==> config.mk <==
export PLATFORM = sky130hd
export DESIGN_NAME = false_color_pixel_mapper
export DESIGN_NICKNAME = d
export VERILOG_FILES = /design/src/design/fcpm_pkg.sv /design/src/design/fcpm_front.sv /design/src/design/fcpm_div.sv /design/src/design/fcpm_blend.sv /design/src/design/false_color_pixel_mapper.sv
export SDC_FILE = /design/constraint.sdc
export NUM_CORES = 2
export LEC_CHECK = 0
export ABC_AREA = 1
export ABC_CLOCK_PERIOD_IN_PS = 10020
export BUFFER_PORTS_ARGS = -buffer_cell sky130_fd_sc_hd__buf_2
export CORE_ASPECT_RATIO = 1.2
export CORE_MARGIN = 3
export CORE_UTILIZATION = 28
export CTS_CLUSTER_SIZE = 30
export DETAILED_ROUTE_END_ITERATION = 8
export GPL_ROUTABILITY_DRIVEN = 0
export PLACE_DENSITY = 0.46
export SLEW_MARGIN = 25
export SYNTH_ARGS = -nofsm -noshare
export SYNTH_HDL_FRONTEND = slang
export SYNTH_SLANG_ARGS = --single-unit
==> constraint.sdc <==
create_clock -name clk -period 10.02 [get_ports clk]
set_input_delay 0 -clock clk [delete_from_list [all_inputs] [get_ports clk]]
set_output_delay 0 -clock clk [all_outputs]
set_load 0.02 [all_outputs]
==> src/design/fcpm_pkg.sv <==
`timescale 1ns / 1ps

package fcpm_pkg;

	localparam int PALETTE_SIZE = 234;
	localparam int FULL_SCALE   = 1024;
	localparam int COLOR_SEGS   = 30;
	localparam int GRAY_SEGS    = 31;

	localparam int SAMPLE_W = 16;
	localparam int IDX_W    = 8;
	localparam int CH_W     = 8;
	localparam int SCALE_W  = 13;
	localparam int NUM_W    = 21;
	localparam int QUO_W    = 13;
	localparam int SEG_W    = 5;
	localparam int REM_W    = 8;
	localparam int PROD_W   = 16;
	localparam int NUM_CH   = 3;

	localparam int COLOR_SCALE = COLOR_SEGS * PALETTE_SIZE;
	localparam int GRAY_SCALE  = GRAY_SEGS * PALETTE_SIZE;

	localparam int RECIP_SHIFT = 24;
	localparam int RECIP_W     = 17;
	localparam int RECIP_MUL   = ((1 << RECIP_SHIFT) + PALETTE_SIZE - 1) / PALETTE_SIZE;

	localparam int DIV_STEPS_MAX = 4;

	localparam int PADDR_W = 4;
	localparam int PDATA_W = 32;

	localparam logic [IDX_W-1:0] LOW_RESET  = '0;
	localparam logic [IDX_W-1:0] HIGH_RESET = IDX_W'(PALETTE_SIZE);

	typedef enum logic [1:0] {
		REG_GRAY_MODE      = 2'd0,
		REG_LOW_THRESHOLD  = 2'd1,
		REG_HIGH_THRESHOLD = 2'd2
	} reg_index_t;

	typedef enum logic [1:0] {
		CLS_START,
		CLS_END,
		CLS_MID
	} pix_class_t;

	typedef struct packed {
		logic             gray;
		pix_class_t       cls;
		logic [IDX_W-1:0] idx;
	} side_t;

	typedef struct packed {
		logic [NUM_W-1:0] rem;
		logic [QUO_W-1:0] quo;
	} div_part_t;

	// Red in the top byte, blue in the bottom byte. The last entry repeats the end colour.
	localparam logic [3*CH_W-1:0] COLOR_ROM [0:31] = '{
		{8'd0, 8'd0, 8'd0},     {8'd70, 8'd0, 8'd90},    {8'd87, 8'd0, 8'd114},
		{8'd74, 8'd0, 8'd138},  {8'd60, 8'd0, 8'd160},   {8'd0, 8'd0, 8'd170},
		{8'd0, 8'd0, 8'd200},   {8'd0, 8'd0, 8'd220},    {8'd0, 8'd0, 8'd255},
		{8'd0, 8'd70, 8'd255},  {8'd0, 8'd150, 8'd255},  {8'd0, 8'd200, 8'd255},
		{8'd0, 8'd220, 8'd255}, {8'd0, 8'd255, 8'd255},  {8'd0, 8'd255, 8'd180},
		{8'd0, 8'd255, 8'd150}, {8'd0, 8'd255, 8'd130},  {8'd0, 8'd255, 8'd0},
		{8'd135, 8'd255, 8'd0}, {8'd173, 8'd255, 8'd0},  {8'd210, 8'd255, 8'd0},
		{8'd255, 8'd255, 8'd0}, {8'd255, 8'd234, 8'd0},  {8'd255, 8'd210, 8'd0},
		{8'd255, 8'd181, 8'd0}, {8'd255, 8'd140, 8'd0},  {8'd255, 8'd90, 8'd0},
		{8'd255, 8'd0, 8'd0},   {8'd255, 8'd0, 8'd100},  {8'd255, 8'd0, 8'd155},
		{8'd255, 8'd0, 8'd255}, {8'd255, 8'd0, 8'd255}
	};

	localparam logic [CH_W-1:0] GRAY_ROM [0:31] = '{
		8'd255, 8'd250, 8'd245, 8'd240, 8'd238, 8'd236, 8'd233, 8'd230,
		8'd227, 8'd224, 8'd218, 8'd212, 8'd206, 8'd199, 8'd192, 8'd184,
		8'd176, 8'd168, 8'd160, 8'd152, 8'd144, 8'd136, 8'd128, 8'd122,
		8'd116, 8'd109, 8'd102, 8'd89,  8'd76,  8'd63,  8'd50,  8'd0
	};

	// Restoring division steps for quotient bits hi down to hi-n+1.
	function automatic div_part_t div_bits(input div_part_t part, input logic [IDX_W-1:0] den,
			input int hi, input int n);
		div_part_t        res;
		logic [NUM_W-1:0] dsh;
		res = part;
		for (int k = 0; k < DIV_STEPS_MAX; k++) begin
			if (k < n) begin
				dsh = NUM_W'(den) << (hi - k);
				if (res.rem >= dsh) begin
					res.rem = res.rem - dsh;
					res.quo[hi - k] = 1'b1;
				end
			end
		end
		return res;
	endfunction

endpackage

==> src/design/fcpm_front.sv <==
`timescale 1ns / 1ps

module fcpm_front (
	input  logic                               clk,
	input  logic                               arst_n,
	input  logic                               in_valid,
	output logic                               in_ready,
	input  logic signed [fcpm_pkg::SAMPLE_W-1:0] sample,
	input  logic                               gray_mode,
	input  logic [fcpm_pkg::IDX_W-1:0]         low_threshold,
	input  logic [fcpm_pkg::IDX_W-1:0]         high_threshold,
	output logic                               out_valid,
	input  logic                               out_ready,
	output logic [fcpm_pkg::NUM_W-1:0]         num,
	output logic [fcpm_pkg::IDX_W-1:0]         den,
	output fcpm_pkg::side_t                    side
);
	import fcpm_pkg::*;

	localparam int SCALED_W = SAMPLE_W - 1 + IDX_W;

	logic                valid_s1, valid_s2;
	logic                en_s1, en_s2;
	logic [SCALED_W-1:0] scaled, quot;
	logic [IDX_W-1:0]    idx_d, idx_s1;
	logic                gray_s1;
	pix_class_t          cls_d;
	logic [IDX_W-1:0]    diff;
	logic [SCALE_W-1:0]  scale;
	logic [NUM_W-1:0]    num_d, num_s2;
	logic [IDX_W-1:0]    den_s2;
	side_t               side_s2;

	assign en_s2    = !valid_s2 || out_ready;
	assign en_s1    = !valid_s1 || en_s2;
	assign in_ready = en_s1;

	always_comb begin
		scaled = SCALED_W'(sample[SAMPLE_W-2:0]) * SCALED_W'(PALETTE_SIZE);
		quot   = SCALED_W'(scaled / FULL_SCALE);
		if (sample[SAMPLE_W-1] || sample == '0) begin
			idx_d = '0;
		end else if (quot > SCALED_W'(PALETTE_SIZE)) begin
			idx_d = IDX_W'(PALETTE_SIZE);
		end else begin
			idx_d = quot[IDX_W-1:0];
		end
	end

	always_comb begin
		if (idx_s1 < IDX_W'(PALETTE_SIZE) && idx_s1 <= low_threshold) begin
			cls_d = CLS_START;
		end else if (idx_s1 >= IDX_W'(PALETTE_SIZE) || idx_s1 >= high_threshold) begin
			cls_d = CLS_END;
		end else begin
			cls_d = CLS_MID;
		end
		diff  = idx_s1 - low_threshold;
		scale = gray_s1 ? SCALE_W'(GRAY_SCALE) : SCALE_W'(COLOR_SCALE);
		num_d = (cls_d == CLS_MID) ? NUM_W'(diff) * NUM_W'(scale) : '0;
	end

	always_ff @(posedge clk or negedge arst_n) begin
		if (!arst_n) begin
			valid_s1 <= 1'b0;
			valid_s2 <= 1'b0;
		end else begin
			if (en_s1) valid_s1 <= in_valid;
			if (en_s2) valid_s2 <= valid_s1;
		end
	end

	always_ff @(posedge clk) begin
		if (en_s1) begin
			idx_s1  <= idx_d;
			gray_s1 <= gray_mode;
		end
		if (en_s2) begin
			num_s2       <= num_d;
			den_s2       <= high_threshold - low_threshold;
			side_s2.gray <= gray_s1;
			side_s2.cls  <= cls_d;
			side_s2.idx  <= idx_s1;
		end
	end

	assign out_valid = valid_s2;
	assign num       = num_s2;
	assign den       = den_s2;
	assign side      = side_s2;

endmodule

==> src/design/fcpm_div.sv <==
`timescale 1ns / 1ps

module fcpm_div (
	input  logic                       clk,
	input  logic                       arst_n,
	input  logic                       in_valid,
	output logic                       in_ready,
	input  logic [fcpm_pkg::NUM_W-1:0] num,
	input  logic [fcpm_pkg::IDX_W-1:0] den,
	input  fcpm_pkg::side_t            in_side,
	output logic                       out_valid,
	input  logic                       out_ready,
	output logic [fcpm_pkg::QUO_W-1:0] quo,
	output fcpm_pkg::side_t            out_side
);
	import fcpm_pkg::*;

	localparam int N2  = 3;
	localparam int N3  = 3;
	localparam int N4  = 3;
	localparam int N1  = QUO_W - N2 - N3 - N4;
	localparam int HI1 = QUO_W - 1;
	localparam int HI2 = HI1 - N1;
	localparam int HI3 = HI2 - N2;
	localparam int HI4 = HI3 - N3;

	logic             valid_s1, valid_s2, valid_s3, valid_s4;
	logic             en_s1, en_s2, en_s3, en_s4;
	div_part_t        start, part_s1, part_s2, part_s3, part_s4;
	logic [IDX_W-1:0] den_s1, den_s2, den_s3;
	side_t            side_s1, side_s2, side_s3, side_s4;

	assign en_s4    = !valid_s4 || out_ready;
	assign en_s3    = !valid_s3 || en_s4;
	assign en_s2    = !valid_s2 || en_s3;
	assign en_s1    = !valid_s1 || en_s2;
	assign in_ready = en_s1;

	assign start.rem = num;
	assign start.quo = '0;

	always_ff @(posedge clk or negedge arst_n) begin
		if (!arst_n) begin
			valid_s1 <= 1'b0;
			valid_s2 <= 1'b0;
			valid_s3 <= 1'b0;
			valid_s4 <= 1'b0;
		end else begin
			if (en_s1) valid_s1 <= in_valid;
			if (en_s2) valid_s2 <= valid_s1;
			if (en_s3) valid_s3 <= valid_s2;
			if (en_s4) valid_s4 <= valid_s3;
		end
	end

	always_ff @(posedge clk) begin
		if (en_s1) begin
			part_s1 <= div_bits(start, den, HI1, N1);
			den_s1  <= den;
			side_s1 <= in_side;
		end
		if (en_s2) begin
			part_s2 <= div_bits(part_s1, den_s1, HI2, N2);
			den_s2  <= den_s1;
			side_s2 <= side_s1;
		end
		if (en_s3) begin
			part_s3 <= div_bits(part_s2, den_s2, HI3, N3);
			den_s3  <= den_s2;
			side_s3 <= side_s2;
		end
		if (en_s4) begin
			part_s4 <= div_bits(part_s3, den_s3, HI4, N4);
			side_s4 <= side_s3;
		end
	end

	assign out_valid = valid_s4;
	assign quo       = part_s4.quo;
	assign out_side  = side_s4;

endmodule

==> src/design/fcpm_blend.sv <==
`timescale 1ns / 1ps

module fcpm_blend (
	input  logic                       clk,
	input  logic                       arst_n,
	input  logic                       in_valid,
	output logic                       in_ready,
	input  logic [fcpm_pkg::QUO_W-1:0] quo,
	input  fcpm_pkg::side_t            side,
	output logic                       out_valid,
	input  logic                       out_ready,
	output logic [fcpm_pkg::CH_W-1:0]  red,
	output logic [fcpm_pkg::CH_W-1:0]  green,
	output logic [fcpm_pkg::CH_W-1:0]  blue,
	output logic [fcpm_pkg::IDX_W-1:0] color_index
);
	import fcpm_pkg::*;

	localparam int WIDE_W = PROD_W + RECIP_W;

	logic              valid_s1, valid_s2, valid_s3, valid_s4;
	logic              en_s1, en_s2, en_s3, en_s4;
	logic [QUO_W-1:0]  rest;
	logic [SEG_W-1:0]  seg_d, segs_m1, seg_s1, seg_nx;
	logic [REM_W-1:0]  rem_s1, weight;
	side_t             side_s1, side_s2, side_s3, side_s4;
	logic [CH_W-1:0]   lo_val [NUM_CH];
	logic [CH_W-1:0]   hi_val [NUM_CH];
	logic [PROD_W-1:0] prod_a_d [NUM_CH];
	logic [PROD_W-1:0] prod_b_d [NUM_CH];
	logic [PROD_W-1:0] prod_a_s2 [NUM_CH];
	logic [PROD_W-1:0] prod_b_s2 [NUM_CH];
	logic [WIDE_W-1:0] wide_a [NUM_CH];
	logic [WIDE_W-1:0] wide_b [NUM_CH];
	logic [CH_W-1:0]   term_a_s3 [NUM_CH];
	logic [CH_W-1:0]   term_b_s3 [NUM_CH];
	logic [CH_W-1:0]   start_col [NUM_CH];
	logic [CH_W-1:0]   end_col [NUM_CH];
	logic [CH_W-1:0]   col_d [NUM_CH];
	logic [CH_W-1:0]   col_s4 [NUM_CH];

	assign en_s4    = !valid_s4 || out_ready;
	assign en_s3    = !valid_s3 || en_s4;
	assign en_s2    = !valid_s2 || en_s3;
	assign en_s1    = !valid_s1 || en_s2;
	assign in_ready = en_s1;

	// Segment and remainder of the scaled position.
	always_comb begin
		rest  = quo;
		seg_d = '0;
		for (int k = SEG_W - 1; k >= 0; k--) begin
			if (rest >= (QUO_W'(PALETTE_SIZE) << k)) begin
				rest     = rest - (QUO_W'(PALETTE_SIZE) << k);
				seg_d[k] = 1'b1;
			end
		end
		segs_m1 = side.gray ? SEG_W'(GRAY_SEGS - 1) : SEG_W'(COLOR_SEGS - 1);
		if (seg_d > segs_m1) seg_d = segs_m1;
	end

	always_comb begin
		seg_nx = seg_s1 + SEG_W'(1);
		weight = REM_W'(PALETTE_SIZE) - rem_s1;
		for (int c = 0; c < NUM_CH; c++) begin
			lo_val[c]   = side_s1.gray ? GRAY_ROM[seg_s1]
			                           : COLOR_ROM[seg_s1][(NUM_CH-1-c)*CH_W +: CH_W];
			hi_val[c]   = side_s1.gray ? GRAY_ROM[seg_nx]
			                           : COLOR_ROM[seg_nx][(NUM_CH-1-c)*CH_W +: CH_W];
			prod_a_d[c] = PROD_W'(lo_val[c]) * PROD_W'(weight);
			prod_b_d[c] = PROD_W'(hi_val[c]) * PROD_W'(rem_s1);
		end
	end

	always_comb begin
		for (int c = 0; c < NUM_CH; c++) begin
			wide_a[c] = WIDE_W'(prod_a_s2[c]) * WIDE_W'(RECIP_MUL);
			wide_b[c] = WIDE_W'(prod_b_s2[c]) * WIDE_W'(RECIP_MUL);
		end
	end

	always_comb begin
		for (int c = 0; c < NUM_CH; c++) begin
			start_col[c] = side_s3.gray ? GRAY_ROM[0]
			                            : COLOR_ROM[0][(NUM_CH-1-c)*CH_W +: CH_W];
			end_col[c]   = side_s3.gray ? GRAY_ROM[GRAY_SEGS]
			                            : COLOR_ROM[COLOR_SEGS][(NUM_CH-1-c)*CH_W +: CH_W];
			case (side_s3.cls)
				CLS_START: col_d[c] = start_col[c];
				CLS_END:   col_d[c] = end_col[c];
				CLS_MID:   col_d[c] = term_a_s3[c] + term_b_s3[c];
				default:   col_d[c] = end_col[c];
			endcase
		end
	end

	always_ff @(posedge clk or negedge arst_n) begin
		if (!arst_n) begin
			valid_s1 <= 1'b0;
			valid_s2 <= 1'b0;
			valid_s3 <= 1'b0;
			valid_s4 <= 1'b0;
		end else begin
			if (en_s1) valid_s1 <= in_valid;
			if (en_s2) valid_s2 <= valid_s1;
			if (en_s3) valid_s3 <= valid_s2;
			if (en_s4) valid_s4 <= valid_s3;
		end
	end

	always_ff @(posedge clk) begin
		if (en_s1) begin
			seg_s1  <= seg_d;
			rem_s1  <= rest[REM_W-1:0];
			side_s1 <= side;
		end
		if (en_s2) begin
			prod_a_s2 <= prod_a_d;
			prod_b_s2 <= prod_b_d;
			side_s2   <= side_s1;
		end
		if (en_s3) begin
			for (int c = 0; c < NUM_CH; c++) begin
				term_a_s3[c] <= wide_a[c][RECIP_SHIFT +: CH_W];
				term_b_s3[c] <= wide_b[c][RECIP_SHIFT +: CH_W];
			end
			side_s3 <= side_s2;
		end
		if (en_s4) begin
			col_s4  <= col_d;
			side_s4 <= side_s3;
		end
	end

	assign out_valid   = valid_s4;
	assign red         = col_s4[0];
	assign green       = col_s4[1];
	assign blue        = col_s4[2];
	assign color_index = side_s4.idx;

endmodule

==> src/design/false_color_pixel_mapper.sv <==
`timescale 1ns / 1ps
// An accepted sample passes in order through the front, divider and blend stages, and
// its result is presented from the last blend stage, which is the output register.
// Throughput: one sample per clock; ten stages (two front, four divider, four blend)
// each hold one sample, and a stall at the output holds every full stage behind it while
// empty stages still fill. Reset clears all stage valid bits and sets gray_mode to 0,
// low_threshold to 0 and high_threshold to 234. There is no memory and no clearing pass.

module false_color_pixel_mapper (
	input  logic                                 clk,
	input  logic                                 arst_n,
	input  logic                                 psel,
	input  logic                                 penable,
	input  logic                                 pwrite,
	input  logic [fcpm_pkg::PADDR_W-1:0]         paddr,
	input  logic [fcpm_pkg::PDATA_W-1:0]         pwdata,
	output logic [fcpm_pkg::PDATA_W-1:0]         prdata,
	output logic                                 pready,
	input  logic                                 sample_valid,
	output logic                                 sample_ready,
	input  logic signed [fcpm_pkg::SAMPLE_W-1:0] sample,
	output logic                                 result_valid,
	input  logic                                 result_ready,
	output logic [fcpm_pkg::CH_W-1:0]            red,
	output logic [fcpm_pkg::CH_W-1:0]            green,
	output logic [fcpm_pkg::CH_W-1:0]            blue,
	output logic [fcpm_pkg::IDX_W-1:0]           color_index
);
	import fcpm_pkg::*;

	logic             gray_mode_q;
	logic [IDX_W-1:0] low_threshold_q, high_threshold_q;
	logic             wr_en;

	logic             front_valid, front_ready;
	logic [NUM_W-1:0] front_num;
	logic [IDX_W-1:0] front_den;
	side_t            front_side;

	logic             div_valid, div_ready;
	logic [QUO_W-1:0] div_quo;
	side_t            div_side;

	assign pready = 1'b1;
	assign wr_en  = psel && penable && pwrite && pready;

	always_ff @(posedge clk or negedge arst_n) begin
		if (!arst_n) begin
			gray_mode_q      <= 1'b0;
			low_threshold_q  <= LOW_RESET;
			high_threshold_q <= HIGH_RESET;
		end else if (wr_en) begin
			case (paddr[3:2])
				REG_GRAY_MODE:      gray_mode_q      <= pwdata[0];
				REG_LOW_THRESHOLD:  low_threshold_q  <= pwdata[IDX_W-1:0];
				REG_HIGH_THRESHOLD: high_threshold_q <= pwdata[IDX_W-1:0];
				default:            ;
			endcase
		end
	end

	always_comb begin
		case (paddr[3:2])
			REG_GRAY_MODE:      prdata = PDATA_W'(gray_mode_q);
			REG_LOW_THRESHOLD:  prdata = PDATA_W'(low_threshold_q);
			REG_HIGH_THRESHOLD: prdata = PDATA_W'(high_threshold_q);
			default:            prdata = '0;
		endcase
	end

	fcpm_front u_front (
		.clk            (clk),
		.arst_n         (arst_n),
		.in_valid       (sample_valid),
		.in_ready       (sample_ready),
		.sample         (sample),
		.gray_mode      (gray_mode_q),
		.low_threshold  (low_threshold_q),
		.high_threshold (high_threshold_q),
		.out_valid      (front_valid),
		.out_ready      (front_ready),
		.num            (front_num),
		.den            (front_den),
		.side           (front_side)
	);

	fcpm_div u_div (
		.clk       (clk),
		.arst_n    (arst_n),
		.in_valid  (front_valid),
		.in_ready  (front_ready),
		.num       (front_num),
		.den       (front_den),
		.in_side   (front_side),
		.out_valid (div_valid),
		.out_ready (div_ready),
		.quo       (div_quo),
		.out_side  (div_side)
	);

	fcpm_blend u_blend (
		.clk         (clk),
		.arst_n      (arst_n),
		.in_valid    (div_valid),
		.in_ready    (div_ready),
		.quo         (div_quo),
		.side        (div_side),
		.out_valid   (result_valid),
		.out_ready   (result_ready),
		.red         (red),
		.green       (green),
		.blue        (blue),
		.color_index (color_index)
	);

endmodule

**Word-level counts from Yosys, hierarchy flattened**

Memories as Yosys holds them, arrays and structs flattened.
Index checks and enable logic that the tools add are counted.

- Add/subtract/negate cells: 24
- Multiply operators: 14
- Divide/modulo/power cells: 0
- $lt $le $gt $ge: 26
- Eq/ne operators: 4
- Shifts and indexed selects: 0
- Mux-type cells: 62
- Bitwise logic cells: 2
- Reduce and logical (&&, ||, !) cells: 32

Operators by type and width:

| kind | count |
|---|---|
| $mux W21 | 19 |
| $mul A16 B16 Y31 const B | 6 |
| $mux W8 | 14 |
| $mul A8 B8 Y16 | 6 |
| $mux W24 | 4 |
| $mux W13 | 4 |
| $pmux W8 S2 | 3 |
| $mux W22 | 2 |
| $add A8 B8 Y8 | 3 |
| $pmux W8 S3 | 1 |
| $mul A15 B7 Y22 const B | 1 |
| $ge A21 B10 Y1 | 1 |
| $ge A21 B11 Y1 | 1 |
| $ge A21 B12 Y1 | 1 |
| $ge A21 B13 Y1 | 1 |
| $ge A21 B14 Y1 | 1 |
| $ge A21 B15 Y1 | 1 |
| $ge A21 B16 Y1 | 1 |
| $ge A21 B17 Y1 | 1 |
| $ge A21 B18 Y1 | 1 |
| $ge A21 B19 Y1 | 1 |
| $ge A21 B20 Y1 | 1 |
| $ge A21 B8 Y1 | 1 |
| $ge A21 B9 Y1 | 1 |
| 47 further kinds | 88 |

- Register bits: 415
- Bits in latches: 0
- Bits in writable memories: 48
- ROM bits: 2048
- Input bits: 59
- Output and inout port bits: 67
- Logic and storage cells: 243
- Memories kept: 6

Memory list:

| memory | words | bits a word | read ports | clocked after memory_dff | wr ports | RTL line | RTL |
|---|---|---|---|---|---|---|---|
| (no name shown) | 32 | 24 | 1 | 0 | 0 | fcpm_blend.sv:69 | `: COLOR_ROM[seg_nx][(NUM_CH-1-c)*CH_W +: CH_W];` |
| (no name shown) | 32 | 24 | 1 | 0 | 0 | fcpm_blend.sv:67 | `: COLOR_ROM[seg_s1][(NUM_CH-1-c)*CH_W +: CH_W];` |
| (no name shown) | 32 | 8 | 1 | 0 | 0 | fcpm_blend.sv:66 | `lo_val[c] = side_s1.gray ? GRAY_ROM[seg_s1]` |
| (no name shown) | 32 | 8 | 1 | 0 | 0 | fcpm_blend.sv:68 | `hi_val[c] = side_s1.gray ? GRAY_ROM[seg_nx]` |
| u_blend.term_a_s3 | 3 | 8 | 3 | 0 | 3 | fcpm_blend.sv:35 | `logic [CH_W-1:0] term_a_s3 [NUM_CH];` |
| u_blend.term_b_s3 | 3 | 8 | 3 | 0 | 3 | fcpm_blend.sv:36 | `logic [CH_W-1:0] term_b_s3 [NUM_CH];` |

**Logic depth before layout (Yosys ltp)**

- Depth after elaboration: 18
- Depth in mapped cells: 49
- Mapped depth without buffers: 46

**Hierarchy**

A second synthesis with hierarchy kept.

- Cells, all modules: 7231
- Area total of the unflattened synthesis: 61152.4 um^2

Modules (own cells, without submodules):

| module | instances | cells an instance | area each (um^2) | seq. area each (um^2) |
|---|---|---|---|---|
| fcpm_blend | 1 | 4310 | 38304.2 | 6766.5 |
| fcpm_div | 1 | 1883 | 14143.6 | 5054.8 |
| fcpm_front | 1 | 902 | 7664.9 | 1491.4 |
| false_color_pixel_mapper | 1 | 136 | 1039.7 | 431.7 |

**Least setup slack after synthesis**

OpenSTA, ideal clock, no wires.

- Kind: reg2reg
- Start point: register u_blend.valid_s4 (netlist: u_blend.out_valid)
- End point: register u_front.den_s2[0] (netlist: u_front.den[0]), enable pin
- Library setup time: 0.394 ns
- Arrival: 10.157 ns
- Required time: 9.626 ns
- Setup slack: -0.530 ns
- Cell stages (with the launch flop): 20
- Path buffers: 0
- Clock period less this slack: 10.550 ns
- Path through: dfrtp_1 inv_1 nor2_1 inv_1 nor2_1 inv_1 nor2_1 inv_1 nor2_1 inv_1 nor2_1 inv_1 nor2_1 inv_1 nor2_1 inv_1 nor2_1 inv_1 nor2_1 inv_1

- Cells in the longest elaborated chain, start to end: 10

Ends and longest elaborated chain:

| element | RTL line | RTL |
|---|---|---|
| start, declared | fcpm_blend.sv:21 | `logic valid_s1, valid_s2, valid_s3, valid_s4;` |
| start signal, assigned | fcpm_blend.sv:107 | `if (en_s4) valid_s4 <= valid_s3;` |
| $logic_not A1 Y1 | fcpm_blend.sv:42 | `assign en_s4 = !valid_s4 \|\| out_ready;` |
| $logic_or A1 B1 Y1 | fcpm_blend.sv:42 |  |
| via u_blend.en_s4 | fcpm_blend.sv:22 | `logic en_s1, en_s2, en_s3, en_s4;` |
| $logic_or A1 B1 Y1 | fcpm_blend.sv:43 | `assign en_s3 = !valid_s3 \|\| en_s4;` |
| via u_blend.en_s3 | fcpm_blend.sv:22 |  |
| $logic_or A1 B1 Y1 | fcpm_blend.sv:44 | `assign en_s2 = !valid_s2 \|\| en_s3;` |
| via u_blend.en_s2 | fcpm_blend.sv:22 |  |
| $logic_or A1 B1 Y1 | fcpm_blend.sv:45 | `assign en_s1 = !valid_s1 \|\| en_s2;` |
| via div_ready | false_color_pixel_mapper.sv:40 | `logic div_valid, div_ready;` |
| [1 not listed] | n/a |  |
| via u_div.en_s4 | fcpm_div.sv:28 | `logic en_s1, en_s2, en_s3, en_s4;` |
| $logic_or A1 B1 Y1 | fcpm_div.sv:34 | `assign en_s3 = !valid_s3 \|\| en_s4;` |
| via u_div.en_s3 | fcpm_div.sv:28 |  |
| $logic_or A1 B1 Y1 | fcpm_div.sv:35 | `assign en_s2 = !valid_s2 \|\| en_s3;` |
| via u_div.en_s2 | fcpm_div.sv:28 |  |
| $logic_or A1 B1 Y1 | fcpm_div.sv:36 | `assign en_s1 = !valid_s1 \|\| en_s2;` |
| via front_ready | false_color_pixel_mapper.sv:35 | `logic front_valid, front_ready;` |
| $logic_or A1 B1 Y1 | fcpm_front.sv:34 | `assign en_s2 = !valid_s2 \|\| out_ready;` |
| via u_front.en_s2 | fcpm_front.sv:23 | `logic en_s1, en_s2;` |
| end signal, assigned | fcpm_front.sv:80 | `den_s2 <= high_threshold - low_threshold;` |
| end, declared | fcpm_front.sv:31 | `logic [IDX_W-1:0] den_s2;` |

The timed path passes the listed nets, and every way through them passes these cells.
A chain may end at the register's enable or synchronous reset.

**Worst setup path in the final report**

- Start point: register u_front.den_s2[1] (netlist: u_front.den[1])
- End point: register u_div.part_s1[31] (netlist bit) (data pin)

- Cells in the longest elaborated chain, start to end: 11
- Elaborated cells between the ends (all ways): 15
- Classes of those cells: add/sub (4); order compare (4); mux (7)

Ends and longest elaborated chain:

| element | RTL line | RTL |
|---|---|---|
| $sub A21 B20 Y21 / $ge A21 B20 Y1 (equally long branches) | fcpm_pkg.sv:91, fcpm_pkg.sv:90 |  |
| $mux W22 | fcpm_pkg.sv:90 | `if (res.rem >= dsh) begin` |
| $mux W22 | fcpm_div.sv:57 | `if (en_s1) begin` |
| $sub A21 B19 Y21 / $ge A21 B19 Y1 (equally long branches) | fcpm_pkg.sv:91, fcpm_pkg.sv:90 |  |
| $mux W21 | fcpm_pkg.sv:90 |  |
| $mux W21 | fcpm_div.sv:57 |  |
| $sub A21 B18 Y21 / $ge A21 B18 Y1 (equally long branches) | fcpm_pkg.sv:91, fcpm_pkg.sv:90 |  |
| $mux W21 | fcpm_pkg.sv:90 |  |
| $mux W21 | fcpm_div.sv:57 |  |
| $sub A21 B17 Y21 / $ge A21 B17 Y1 (equally long branches) | fcpm_pkg.sv:91, fcpm_pkg.sv:90 |  |
| $mux W21 (*) | fcpm_pkg.sv:90 |  |
| end signal, assigned | fcpm_div.sv:58 | `part_s1 <= div_bits(start, den, HI1, N1);` |
| end, declared | fcpm_div.sv:29 | `div_part_t start, part_s1, part_s2, part_s3, part_s4;` |

Mark *: on every way between the ends. The rest lies on a longest branch, timed or not. The select of a mux whose other input is x is not followed.

==> impl_metrics.py <==
metrics = {
    "timing": {
        "maxSlewHeadroom_pct": 33.5,
        "tightest_slew_ns": 0.998,
        "final.setup.tns_ns": 0,
        "fin_skew_ns": 0.0193,
        "rsz0062_at_grt": "false",
        "fmax_mhz": 112,
        "layout_min_cycle_time_ns": 8.92,
        "fin_crit_sh_pct": 89.0,
        "setup-violations-final": 0,
        "hold_viol": 0,
        "drv_slew": 0,
    },
    "floorplan": {
        "die_x_um": 424,
        "die-area_um2": 215000,
        "core_area_um2": 208000,
        "die_h_um": 507,
        "start_util_pct": 28.2,
        "num_io_pins": 126,
        "num_rows": 183,
    },
    "setup_path": {
        "cp-end-kind": "register",
        "critPathMaxFanout": 19,
        "slowest_delay_ns": 0.49,
        "required_ns": 10.44,
        "critPathKind": "reg2reg",
        "start_kind": "register",
        "crit_slowest_cell": "edfxtp_1",
        "arrival_ns": 9.34,
    },
    "grt": {
        "grt_pass1_vias": 44100,
        "grt_pass1_wl_um": 229000,
        "grt_antenna_before_repair": 2,
        "grt_max_degree": 77,
        "grt_overflow": 0,
        "grt.total_usage_pct": 13.1,
    },
    "synth": {
        "synth.top_cell.area_share_pct": 25.3,
        "synth.distinct_cells": 71,
        "synth_seq_cells": 459,
        "syn_inst": 6678,
        "yosys_most_used_dff": "edfxtp_1",
        "synth.top_cells.by_area": "ha_1 (25%), edfxtp_1 (22%), fa_1 (15%)",
        "ys_async_sr_fraction_pct": 5.88,
        "syn-cell-area_um2": 58600,
        "yosysTopAreaCell": "ha_1",
        "ys_seq_area_share_pct": 23.3,
        "synth_edf_count": 432,
        "ys_warn_count": 0,
        "avgSynthCellArea_um2": 8.78,
    },
    "routing": {
        "route.detailed.drc": 0,
        "ant_nets": 0,
        "first_iter_violations": 2120,
        "detail_route.vias_per_cell": 4.45,
        "first_pass_iters": 8,
        "wl_per_cell_um": 14.6,
        "dr_total_vias": 42800,
        "routed_wl_um": 140000,
    },
    "run_status": {
        "outcome": "completed",
    },
    "clocking": {
        "clock_latency_ns": 0.68,
        "post-cts-setup-buffers": 0,
        "clockBufferDepth": 3,
        "cts_tree": "yes",
        "cts_root_buffer": "clkbuf_16",
        "htreeDepth": 2,
        "clock-sinks": 459,
        "cts-buffers-inserted": 61,
        "clk_pin_slew_ns": 0.06,
    },
    "final_layout": {
        "antenna_cells": 0,
        "fin_nets": 8468,
        "area_growth_pct": 9.97,
        "layout.cells.most_common": "inv_1",
        "layout_common_cells": "inv_1 (1437), ha_1 (1183), nand2_1 (1003)",
        "drive_above_1_share_pct": 4.54,
    },
    "min_path": {
        "hold_path_class": "in2reg",
    },
    "placed_design": {
        "dp_hpwl_um": 118000,
        "io_buffers": 74,
    },
    "run": {
        "maxCapViolCount": 0,
    },
}
## area by class of cell
type / count / area (um^2)
Timing Repair Buffer: 129 / 848
Multi-Input combinational cell: 4667 / 39000
Fill cell: 22000 / 143000
Clock inverter: 41 / 424
Inverter: 1464 / 5500
Tap cell: 2775 / 3470
Clock buffer: 71 / 1560
Sequential cell: 459 / 13700
## kinds of logic (layout without fill, tap and decap cells)
group / after synthesis / in the layout / synth area share, %
adder cells (fa/ha/maj): 1627 / 1627 / 40.4
buffers and inverters: 1576 / 1705 / 10.3
other: 2 / 26 / 0.0128
AO/OA/AOI/OAI: 813 / 813 / 7.78
AND/OR/NAND/NOR: 1909 / 1909 / 13.8
XOR/XNOR: 292 / 292 / 4.38
flip-flops: 459 / 459 / 23.3
## critical path: cells and delay by family, from the launching register on
kind | cells | cell delay [ns]
buf+inv | 6 | 0.99
compound gates | 20 | 3.61
fa+ha+maj | 4 | 1.48
xor+xnor | 1 | 0.13
simple gates | 15 | 1.95
flops | 1 | 0.49
## sequential cells by signal (all words and copies together) (netlist names), 13 cells and up
name               flops
u_blend.term_b_s3     24
u_blend.term_a_s3     24
u_blend.prod_b_s2     48
u_div.part_s1         24
u_div.quo             13
u_div.part_s2         27
u_blend.prod_a_s2     48
u_front.num           20
u_div.part_s3         30
## through the flow
step	setup slack, ns	instances	utilization (%)	cell area [um^2]	hold slack, ns
after detailed placement	0.919	9472	30.0	62200	0.105
final	1.10	9606	31.0	64500	0.0232
after CTS	0.916	9606	31.0	64500	0.00948
after floorplan	0.355	6702	-	58700	-0.296
after global placement	0.976	9472	30.0	62200	0.104
after global routing	0.0447	9606	31.0	64500	0.0601
## cells in the mapped netlist (12+ instances only)
| master | count |
|---|---|
| inv_1 | 1443 |
| ha_1 | 1183 |
| nand2_1 | 1003 |
| nor2_1 | 493 |
| fa_1 | 444 |
| edfxtp_1 | 432 |
| a21oi_1 | 334 |
| o21ai_0 | 292 |
| nand3_1 | 193 |
| xor2_1 | 190 |
| xnor2_1 | 101 |
| clkbuf_1 | 71 |
| nand4_1 | 57 |
| nor3_1 | 46 |
| o21bai_1 | 31 |
| buf_4 | 26 |
| nand2_2 | 26 |
| o211ai_1 | 23 |
| dfrtp_1 | 22 |
| or2_2 | 18 |
| o31ai_1 | 16 |
| a211oi_1 | 15 |
| a31oi_1 | 14 |
| a21o_1 | 13 |
| clkinv_1 | 12 |
## what timing repair did
action / 4_1_cts / 5_1_grt
hold buffers: 22 / 0
gates resized for setup: 0 / 1
hold endpoints to repair: 53 / 0
endpoints found under the setup margin: 0 / 3
## layer usage
metal / up-vias / GRT usage [%] / share of wire (%)
met5: - / 0 / 0
met4: 0 / 3.62 / 2.7
met3: 215 / 1.25 / 2.7
met2: 561 / 25.0 / 52
met1: 20200 / 15.4 / 42
li1: 21800 / - / -
## path summary, 6_finish.rpt
path	start	end	slack [ns]	cells after the start
max in group asynchronous	arst_n	u_blend.out_valid	9.35	4
worst max register to register	u_front.den[1]	u_div.part_s1[31]	1.10	46
worst min register to register	u_div.out_side[9]	u_blend.side_s1[9]	0.41	0
min in group asynchronous	arst_n	high_threshold_q[7]	0.46	3
worst min-delay path	result_ready	u_blend.out_valid	0.02	5
worst max-delay path	u_front.den[1]	u_div.part_s1[31]	1.10	46
Power is not shown: default switching activity piles up to over one toggle a cycle in this logic, so the estimate is an artifact.
